--- config.mk ---
export PLATFORM = sky130hd
export DESIGN_NAME = counting_semaphore_table
export DESIGN_NICKNAME = d
export VERILOG_FILES = /design/src/rtl/core/cst_pkg.sv /design/src/rtl/core/cst_ram.sv /design/src/rtl/core/counting_semaphore_table.sv
export SDC_FILE = /design/constraint.sdc
export NUM_CORES = 2
export LEC_CHECK = 0
export ABC_AREA = 1
export BUFFER_PORTS_ARGS = -buffer_cell sky130_fd_sc_hd__clkbuf_2
export CORE_MARGIN = 2
export CORE_UTILIZATION = 25
export DETAILED_ROUTE_END_ITERATION = 10
export PLACE_DENSITY = 0.39
export SLEW_MARGIN = 20
export SYNTH_ARGS = -nofsm -noshare
export SYNTH_HDL_FRONTEND = slang
export SYNTH_SLANG_ARGS = --single-unit
--- constraint.sdc ---
create_clock -name clk -period 33.3 [get_ports clk]
set_input_delay 6.66 -clock clk [delete_from_list [all_inputs] [get_ports clk]]
set_output_delay 6.66 -clock clk [all_outputs]
set_load 0.03 [all_outputs]
--- src/rtl/core/cst_pkg.sv ---
// Shared types, codes and defaults for the counting semaphore table.
package cst_pkg;

    localparam int SEM_SLOTS_DEF    = 16;
    localparam int WAITER_SLOTS_DEF = 16;

    localparam logic [15:0] COUNT_MAX = 16'hFFFF;

    localparam logic [1:0] OP_OPEN  = 2'd0;
    localparam logic [1:0] OP_CLOSE = 2'd1;
    localparam logic [1:0] OP_POST  = 2'd2;
    localparam logic [1:0] OP_WAIT  = 2'd3;

    localparam logic [2:0] ST_OK        = 3'd0;
    localparam logic [2:0] ST_FULL      = 3'd1;
    localparam logic [2:0] ST_BLOCKED   = 3'd2;
    localparam logic [2:0] ST_NO_WAITER = 3'd3;
    localparam logic [2:0] ST_UNUSED    = 3'd4;

    typedef struct packed {
        logic [1:0]  operation;
        logic [63:0] name_key;
        logic [3:0]  target_id;
        logic [7:0]  caller_pid;
        logic        caller_can_block;
    } cst_cmd_t;

    typedef struct packed {
        logic [2:0] status;
        logic [3:0] result_id;
        logic       wake_valid;
        logic [7:0] wake_pid;
        logic       block_valid;
        logic       yield_request;
    } cst_rsp_t;

endpackage

--- src/rtl/core/cst_ram.sv ---
// Generic single-write, single-read RAM with a registered read port.
module cst_ram #(
    parameter int WIDTH = 8,
    parameter int DEPTH = 16,
    localparam int AW = (DEPTH > 1) ? $clog2(DEPTH) : 1
) (
    input  logic             clk,
    input  logic             we,
    input  logic [AW-1:0]    waddr,
    input  logic [WIDTH-1:0] wdata,
    input  logic [AW-1:0]    raddr,
    output logic [WIDTH-1:0] rdata
);

    logic [WIDTH-1:0] mem_reg [DEPTH];
    logic [WIDTH-1:0] rdata_reg;

    always_ff @(posedge clk)
    begin
        if (we)
        begin
            mem_reg[waddr] <= wdata;
        end
        rdata_reg <= mem_reg[raddr];
    end

    assign rdata = rdata_reg;

endmodule

--- src/rtl/core/counting_semaphore_table.sv ---
// Top level of the counting semaphore table: sequencer, slot table and waiter store.
//
//   channel | direction | handshake          | payload
//   cmd     | in        | cmd_valid/cmd_stall | cst_cmd_t
//   rsp     | out       | rsp_valid/rsp_stall | cst_rsp_t
//
// One item is worked on at a time; cmd_stall is high from acceptance until the result is stored.
// Open scans slots for a free or matching name, then clears the waiter row of the chosen slot.
// Post and a zero-count wait scan the waiter row after the count; close and unused ids skip both.
// All scans run through one shared compare and one port of each RAM; no clearing pass follows reset.
// A result waits in the output register while rsp_stall is high, and the next item may be accepted.
module counting_semaphore_table
    import cst_pkg::*;
#(
    parameter int SEM_SLOTS    = SEM_SLOTS_DEF,
    parameter int WAITER_SLOTS = WAITER_SLOTS_DEF
) (
    input  logic     clk,
    input  logic     rst_n,
    input  logic     cmd_valid,
    output logic     cmd_stall,
    input  cst_cmd_t cmd,
    output logic     rsp_valid,
    input  logic     rsp_stall,
    output cst_rsp_t rsp
);

    localparam int SEM_W     = (SEM_SLOTS > 1) ? $clog2(SEM_SLOTS) : 1;
    localparam int WAIT_W    = (WAITER_SLOTS > 1) ? $clog2(WAITER_SLOTS) : 1;
    localparam int TOTAL     = SEM_SLOTS * WAITER_SLOTS;
    localparam int WADDR_W   = (TOTAL > 1) ? $clog2(TOTAL) : 1;
    localparam int SLOT_DW   = 80;

    localparam logic [3:0] S_IDLE     = 4'd0;
    localparam logic [3:0] S_DECODE   = 4'd1;
    localparam logic [3:0] S_SCAN_RD  = 4'd2;
    localparam logic [3:0] S_SCAN_CHK = 4'd3;
    localparam logic [3:0] S_CLEAR    = 4'd4;
    localparam logic [3:0] S_CNT_RD   = 4'd5;
    localparam logic [3:0] S_CNT      = 4'd6;
    localparam logic [3:0] S_W_RD     = 4'd7;
    localparam logic [3:0] S_W_CHK    = 4'd8;
    localparam logic [3:0] S_OUT      = 4'd9;

    logic [3:0]           state_reg, state_next;
    logic [SEM_SLOTS-1:0] in_use_reg, in_use_next;
    logic                 rsp_valid_reg, rsp_valid_next;
    cst_cmd_t             cmd_reg, cmd_next;
    cst_rsp_t             res_reg, res_next;
    cst_rsp_t             rsp_reg, rsp_next;
    logic [SEM_W-1:0]     idx_reg, idx_next;
    logic [WAIT_W-1:0]    w_reg, w_next;

    logic                 slot_we;
    logic [SLOT_DW-1:0]   slot_wdata;
    logic [SLOT_DW-1:0]   slot_rdata;
    logic                 wt_we;
    logic [8:0]           wt_wdata;
    logic [8:0]           wt_rdata;
    logic [WADDR_W-1:0]   wt_addr;

    logic [63:0]          rd_key;
    logic [15:0]          rd_cnt;
    logic [8:0]           tid_wide;
    logic                 id_ok;
    logic                 idx_last;
    logic                 w_last;
    logic                 cmd_take;

    assign rd_key   = slot_rdata[79:16];
    assign rd_cnt   = slot_rdata[15:0];
    assign tid_wide = 9'(cmd_reg.target_id);
    assign id_ok    = tid_wide < 9'(SEM_SLOTS);
    assign idx_last = idx_reg == SEM_W'(SEM_SLOTS - 1);
    assign w_last   = w_reg == WAIT_W'(WAITER_SLOTS - 1);
    assign wt_addr  = WADDR_W'(idx_reg) * WADDR_W'(WAITER_SLOTS) + WADDR_W'(w_reg);
    assign cmd_take = cmd_valid && !cmd_stall;

    cst_ram #(
        .WIDTH (SLOT_DW),
        .DEPTH (SEM_SLOTS)
    ) u_slot_ram (
        .clk   (clk),
        .we    (slot_we),
        .waddr (idx_reg),
        .wdata (slot_wdata),
        .raddr (idx_reg),
        .rdata (slot_rdata)
    );

    cst_ram #(
        .WIDTH (9),
        .DEPTH (TOTAL)
    ) u_waiter_ram (
        .clk   (clk),
        .we    (wt_we),
        .waddr (wt_addr),
        .wdata (wt_wdata),
        .raddr (wt_addr),
        .rdata (wt_rdata)
    );

    always_comb
    begin
        state_next     = state_reg;
        in_use_next    = in_use_reg;
        cmd_next       = cmd_reg;
        res_next       = res_reg;
        idx_next       = idx_reg;
        w_next         = w_reg;
        slot_we        = 1'b0;
        slot_wdata     = {rd_key, rd_cnt};
        wt_we          = 1'b0;
        wt_wdata       = 9'd0;
        rsp_next       = rsp_reg;
        rsp_valid_next = rsp_valid_reg && rsp_stall;

        case (state_reg)
            S_IDLE:
            begin
                if (cmd_take)
                begin
                    cmd_next   = cmd;
                    res_next   = '0;
                    state_next = S_DECODE;
                end
            end
            S_DECODE:
            begin
                w_next = '0;
                if (cmd_reg.operation == OP_OPEN)
                begin
                    idx_next   = '0;
                    state_next = S_SCAN_RD;
                end
                else if (!id_ok || !in_use_reg[tid_wide[SEM_W-1:0]])
                begin
                    res_next.status = ST_UNUSED;
                    state_next      = S_OUT;
                end
                else if (cmd_reg.operation == OP_CLOSE)
                begin
                    in_use_next[tid_wide[SEM_W-1:0]] = 1'b0;
                    state_next = S_OUT;
                end
                else
                begin
                    idx_next   = tid_wide[SEM_W-1:0];
                    state_next = S_CNT_RD;
                end
            end
            S_SCAN_RD:
            begin
                state_next = S_SCAN_CHK;
            end
            S_SCAN_CHK:
            begin
                if (!in_use_reg[idx_reg] || rd_key == cmd_reg.name_key)
                begin
                    slot_we              = 1'b1;
                    slot_wdata           = {cmd_reg.name_key, 16'd1};
                    in_use_next[idx_reg] = 1'b1;
                    res_next.result_id   = 4'(idx_reg);
                    w_next               = '0;
                    state_next           = S_CLEAR;
                end
                else if (idx_last)
                begin
                    res_next.status = ST_FULL;
                    state_next      = S_OUT;
                end
                else
                begin
                    idx_next   = idx_reg + 1'b1;
                    state_next = S_SCAN_RD;
                end
            end
            S_CLEAR:
            begin
                wt_we = 1'b1;
                if (w_last)
                begin
                    state_next = S_OUT;
                end
                else
                begin
                    w_next = w_reg + 1'b1;
                end
            end
            S_CNT_RD:
            begin
                state_next = S_CNT;
            end
            S_CNT:
            begin
                if (cmd_reg.operation == OP_POST)
                begin
                    slot_we = 1'b1;
                    if (rd_cnt != COUNT_MAX)
                    begin
                        slot_wdata = {rd_key, rd_cnt + 16'd1};
                    end
                    state_next = S_W_RD;
                end
                else if (rd_cnt != 16'd0)
                begin
                    slot_we    = 1'b1;
                    slot_wdata = {rd_key, rd_cnt - 16'd1};
                    state_next = S_OUT;
                end
                else
                begin
                    state_next = S_W_RD;
                end
            end
            S_W_RD:
            begin
                state_next = S_W_CHK;
            end
            S_W_CHK:
            begin
                if (cmd_reg.operation == OP_POST && wt_rdata[8])
                begin
                    wt_we               = 1'b1;
                    res_next.wake_valid = 1'b1;
                    res_next.wake_pid   = wt_rdata[7:0];
                    state_next          = S_OUT;
                end
                else if (cmd_reg.operation == OP_WAIT && !wt_rdata[8])
                begin
                    res_next.yield_request = 1'b1;
                    if (cmd_reg.caller_can_block)
                    begin
                        wt_we                = 1'b1;
                        wt_wdata             = {1'b1, cmd_reg.caller_pid};
                        res_next.block_valid = 1'b1;
                        res_next.status      = ST_BLOCKED;
                    end
                    state_next = S_OUT;
                end
                else if (w_last)
                begin
                    if (cmd_reg.operation == OP_WAIT)
                    begin
                        res_next.status = ST_NO_WAITER;
                    end
                    state_next = S_OUT;
                end
                else
                begin
                    w_next     = w_reg + 1'b1;
                    state_next = S_W_RD;
                end
            end
            S_OUT:
            begin
                if (!rsp_valid_reg || !rsp_stall)
                begin
                    rsp_next       = res_reg;
                    rsp_valid_next = 1'b1;
                    state_next     = S_IDLE;
                end
            end
            default:
            begin
                state_next = S_IDLE;
            end
        endcase
    end

    always_ff @(posedge clk or negedge rst_n)
    begin
        if (!rst_n)
        begin
            state_reg     <= S_IDLE;
            in_use_reg    <= '0;
            rsp_valid_reg <= 1'b0;
        end
        else
        begin
            state_reg     <= state_next;
            in_use_reg    <= in_use_next;
            rsp_valid_reg <= rsp_valid_next;
        end
    end

    always_ff @(posedge clk)
    begin
        cmd_reg <= cmd_next;
        res_reg <= res_next;
        rsp_reg <= rsp_next;
        idx_reg <= idx_next;
        w_reg   <= w_next;
    end

    assign cmd_stall = state_reg != S_IDLE;
    assign rsp_valid = rsp_valid_reg;
    assign rsp       = rsp_reg;

    a_wake_xor_block: assert property (@(posedge clk) disable iff (!rst_n)
        rsp_valid |-> !(rsp.wake_valid && rsp.block_valid))
        else $error("wake and block reported for the same item");

    a_block_status: assert property (@(posedge clk) disable iff (!rst_n)
        rsp_valid && rsp.block_valid |-> rsp.status == ST_BLOCKED && rsp.yield_request)
        else $error("blocked caller without blocked status and yield");

    a_out_loads: assert property (@(posedge clk) disable iff (!rst_n)
        state_reg == S_OUT && state_next == S_IDLE |=> rsp_valid)
        else $error("finished item did not reach the output register");

    a_slot_in_use: assert property (@(posedge clk) disable iff (!rst_n)
        slot_we |=> in_use_reg[$past(idx_reg)])
        else $error("slot written without being in use");

endmodule

==> After elaboration in Yosys (flattened, before gate mapping) <==
Memory sizes are Yosys's and may differ from the RTL's. A register that Yosys moved wholly into a read port is not among the register bits.
Index checks and enable logic that the tools add are counted.
Widths: inputs -> output; s select.
{ "classes": {"n_lt_le_gt_ge": 5, "addsub": 5, "n_mux": 79, "n_reduce_logical": 36, "n_eq_ne": 37, "n_bitwise": 3} }
{ "ops": {"columns": ["op", "count"], "rows": [
  ["$pmux 80 s2", 1],
  ["$mux 16", 7],
  ["$mux 4", 23],
  ["$mux 80", 1],
  ["$eq 64x64->1", 1],
  ["$mux 9", 5],
  ["$pmux 4 s10", 1],
  ["$ne 2x2->1 const B", 16],
  ["$pmux 16 s2", 1],
  ["$mux 3", 9],
  ["$pmux 11 s2", 1],
  ["$mux 18", 1],
  ["$mux 1", 17],
  ["$add 16x1->16 const B", 1],
  ["$and 16x16->16", 1],
  ["$eq 4x3->1 const B", 4],
  ["$eq 4x4->1 const B", 4],
  ["$ne 16x16->1 const B", 1],
  ["$not 16->16", 1],
  ["$or 16x16->16", 1],
  ["$pmux 4 s2", 2],
  ["$pmux 4 s4", 1],
  ["$reduce_bool 16->1", 1],
  ["$sub 16x1->16 const B", 1],
  ["other kinds (26)", 63]
]} }
{ "totals": {"ramBits": 3584, "in_bits": 83, "ff_bits": 144, "mem_count": 2, "wordCells": 189, "output_inout_bits": 20} }
{ "memory_table": {"columns": ["name", "words", "word_bits", "read_ports", "rd_clocked_by_memory_dff", "wr", "line_no", "rtl"], "rows": [
  ["u_waiter_ram.mem_reg", 256, 9, 1, 1, 1, "cst_ram.sv:15", "logic [WIDTH-1:0] mem_reg [DEPTH];"],
  ["u_slot_ram.mem_reg", 16, 80, 1, 1, 1, "cst_ram.sv:15", null]
]} }

==> Logic depth before layout (Yosys ltp) <==
{ "logic_depth": {"word_depth": 10, "ltp_mapped": 19, "ltp_nobuf": 15} }

==> Modules after synthesis <==
From an unflattened synthesis, not the netlist that was laid out.
{ "hier_totals": {"cells_unflattened": 14363, "hier_area_um2": 158983.7} }
{ "modules_own_cells": {"columns": ["mod", "area_per_inst_um2", "cells_per_inst", "seq_area_each_um2", "instances"], "rows": [
  ["cst_ram (u_waiter_ram)", 93519.7, 7826, 69366.5, 1],
  ["cst_ram (u_slot_ram)", 56195.1, 5255, 40038.4, 1],
  ["counting_semaphore_table", 9268.9, 1282, 4219.0, 1]
]} }

==> Worst setup path after synthesis <==
No wires, ideal clock.
{ "synth_path": {"path_kind": "flip-flop to flip-flop", "from": "reg state_reg[1]", "to": "mem u_waiter_ram.mem_reg[0][0] (data pin)", "period_less_slack_ps": 12574, "setup_slack_ps": 20726, "n_path_buf": 0, "stages_incl_launch_ff": 8, "t_arrival_ps": 11189, "setup_time_ps": 1385, "t_required_ps": 31915, "cell_sequence": "dfrtp_1 nor2_1 nand2_1 nor2_4 inv_1 nor2_2 inv_2 nor2_1"} }
{ "synth_via": {"elab_chain_cells": 2} }
{ "synth_lines": {"columns": ["element", "line_no", "rtl"], "rows": [
  ["start, declared", "counting_semaphore_table.sv:45", "logic [3:0] state_reg, state_next;"],
  ["start signal, assigned", "counting_semaphore_table.sv:281", "state_reg <= state_next;"],
  ["$eq 4x4->1", "counting_semaphore_table.sv:118", "case (state_reg)"],
  ["$mux 9", "counting_semaphore_table.sv:118", null],
  ["named net u_waiter_ram.wdata[0]", "cst_ram.sv:10", "input logic [WIDTH-1:0] wdata,"],
  ["end, declared", "cst_ram.sv:15", null]
]} }
The timed path passes the listed nets, and every way through them passes these cells.

==> Final worst setup path <==
{ "layout_path": {"from": "reg state_reg[3]", "to": "out cmd_stall"} }
{ "layout_via": {"elab_chain_cells": 1} }
{ "layout_lines": {"columns": ["element", "line_no", "rtl"], "rows": [
  ["$reduce_bool 4->1", "counting_semaphore_table.sv:296", "assign cmd_stall = state_reg != S_IDLE;"],
  ["end, declared", "counting_semaphore_table.sv:21", "output logic cmd_stall,"]
]} }
Every way passes these cells.

==> key figures <==
Pwr
  – Total Power: 14.8 mW
  – Lkg Pwr: 62.3 nW
  – PD cells: 85.1 mW/mm2
  – Peak supply drop: 0.0702 mV

Logic synthesis
  – Post-synth net total: 12,100
  – Seq cells post-synth: 3,817
  – Number of synthesis warnings: 0
  – Synth area leaders: edfxtp_1 (74%), nor2_1 (5.5%), nand2_1 (5.2%), o21ai_0 (3.2%), a22oi_1 (3.2%)
  – Mapped Area: 0.151 mm2
  – Synth Area in Compound Gates: 8.56%
  – Post-Synthesis Cells: 12,000
  – Yosys top cell area share: 73.9%
  – Post-synthesis xor/xnor area fraction: 0.122%
  – Post-synth EDFFs: 3,707
  – Synth Area per Inst: 12.6 um2
  – Post-synthesis mux area share: 0%
  – Synth Area in Simple Gates: 12.9%
  – Largest family of logic cells by synthesized area: simple AND/OR/NAND/NOR gates
  – Synth area leader: edfxtp_1
  – Post-synth top cells: edfxtp_1 (3,707), nor2_1 (2,190), nand2_1 (2,080), o21ai_0 (970), a22oi_1 (640)
  – Count leader, synth: edfxtp_1
  – Async set or reset register ratio after synthesis: 0.550%
  – Adder-cell share of the synthesized area: 0.0830%
  – Ys flop type: edfxtp_1
  – Post-synth cell types: 45
  – Sequential-to-total area share from yosys stat: 75.4%

Setup path
  – R2R depth: 12
  – Worst setup path category: reg2out
  – Worst r2r dst: u_waiter_ram.mem_reg[81][0]
  – Critical Path Sink Type: output port
  – Crit Path Max Fanout: 5
  – Crit path DAT: 2230 ps
  – Worst path max stage delay: 410 ps
  – Worst r2r src: state_reg[1]
  – Data required, critical path: 26,640 ps
  – CP Cell Sequence: nor2_1, inv_1, nor2_1, inv_1, clkbuf_2
  – Worst path slowest cell: dfrtp_1
  – Reg-to-reg setup timing slack: 27,170 ps
  – Startpoint types: flop

GRT
  – Global-route wire length before repair: 705 mm
  – GR Overflow Total: 0
  – GRT Total Usage: 15.7%
  – Initial antenna violation count: 20
  – Vias in the first global route: 90,900
  – Largest net degree at the start of global routing: 179

Finish
  – Layout cells sized above 1: 8.47%
  – Non-filler cells, final: 20,500
  – Fin nets: 12,200
  – Max reg flops: 2,304
  – Final Cell Area: 0.174 mm2
  – Layout area overhead: 15.5%
  – Core Util, Final: 28.9%

Place
  – Placed cell count: 19,700
  – Post-Place Setup Slack: 24,510 ps
  – DPL Wire Length: 269 mm
  – Port bufs: 102
  – Placed cell areas: 0.161 mm2
  – Gpl congestion: 0.747

Hold path
  – Hold EP: rsp[6]
  – WHS Path Cells: 0
  – Hold Path Class: reg2reg
  – HP Start: res_reg[6]

Clocking
  – Root Buffer Master: clkbuf_16
  – Maximum buffer depth of the clock tree: 4
  – Setup Fix Bufs, Post-CTS: 0
  – Worst-Skew Late Latency: 1000 ps
  – CTS tree: yes
  – Number of CTS-inserted buffers: 421
  – Hold buffers post-CTS: 0
  – Clock transition at path regs: 60 ps
  – Clock tree sinks: 3,817
  – H-Tree Depth: 5
  – Gates resized, CTS repair: 0

Timing
  – Fin crit period: 8890 ps
  – Worst Tran Pin Value: 1120 ps
  – Max Clock Freq: 112 MHz
  – Part of the cycle the worst path needs: 26.7%
  – Setup total negative slack: 0 ps
  – RSZ-0062 raised after global routing: false
  – Final Hold Viols: 0
  – Setup Skew: 48.0 ps
  – Final Worst Setup Slack: 24,410 ps
  – Final setup fails: 0
  – Relative slew slack: 24.6%
  – Final Slew Violations: 0
  – Hold WS: 420 ps

Routing
  – DR iter-0 viols: 8,250
  – DRT Pass-1 Iters: 5
  – Via-per-instance ratio: 4.55
  – Final wirelength: 496 mm
  – Wire per inst: 24.2 um
  – Final ANT Viol Nets: 0
  – DRC: 0
  – Via Count: 93,200

Die
  – Die ar.: 0.609 mm2
  – Die Height: 780 um
  – Initial core utilization: 25.1%
  – I/O pins: 103
  – Rows: 285
  – Die Span X: 780 um
  – Core footprint: 0.602 mm2

Run
  – Max Cap Violations: 0

Status
  – Status: finished clean
==> cells in the final DEF, fill, tap and decap left out, drive strengths merged, types with 2 or more instances in the layout <==
master,instances
edfxtp,3707
nor2,2198
nand2,2091
o21ai,1112
clkbuf,661
a22oi,640
nand3,478
a21oi,426
inv,289
buf,271
clkinv,183
dfxtp,89
or4,80
nor3,40
o22ai,37
bufinv,25
dfrtp,21
xor2,20
diode,18
nand4,14
o211ai,12
ha,10
clkinvlp,7
or2,3
o31ai,2
a211oi,2
o2111ai,2
==> kinds of logic (layout without fill, tap and decap cells) <==
kind of cell             Yosys count  count (layout)
flip-flops                      3817            3817
adder cells (fa/ha/maj)           10              10
AND/OR/NAND/NOR                 4907            4907
XOR/XNOR                          21              21
other                              0              18
AO/OA/AOI/OAI                   2235            2235
buffers and inverters           1011            1436
==> power breakdown <==
group	internal (mW)	leakage, nW	switching [mW]
Sequential	5.69	39.1	0.109
Clock	2.60	6.47	1.96
Combinational	1.06	16.7	3.40
==> area by class of cell <==
class                           count  area [um2]
Antenna cell                       18        45.0
Tap cell                         8036       10100
Clock buffer                      558       11500
Timing Repair Buffer              374        2840
Clock inverter                    206        1760
Multi-Input combinational cell   7173       33100
Sequential cell                  3817      114000
Fill cell                       61500      427000
Inverter                          298        1170
==> worst max-delay path, delay by kind of cell (launching register included) <==
family                 cells  cell delay (ps)
buffers and inverters      3              460
DFF                        1              410
and+or+nand+nor            2              360
==> worst max path at each step <==
stage,startpoint,slack (ps),to
after floorplan,state_reg[1],20730,u_waiter_ram.mem_reg[0][0]
after global placement,cmd_valid,24530,cmd_reg[53]
after detailed placement,cmd_valid,24510,cmd_reg[53]
after CTS,state_reg[3],24290,cmd_stall
after global routing,state_reg[3],24230,cmd_stall
final,state_reg[3],24410,cmd_stall
==> routing by layer <==
layer / wire length (um) / vias to the layer above / track usage, % / share of wire (%)
met2: 234000 / 1907 / 25.8 / 47
met1: 231000 / 47500 / 22.2 / 47
met4: 11000 / 6 / 3.54 / 2.2
li1: - / 43200 / - / -
met5: 48 / - / 0 / 0.0097
met3: 20300 / 602 / 1.80 / 4.1
(Power assumes the default switching activity.)
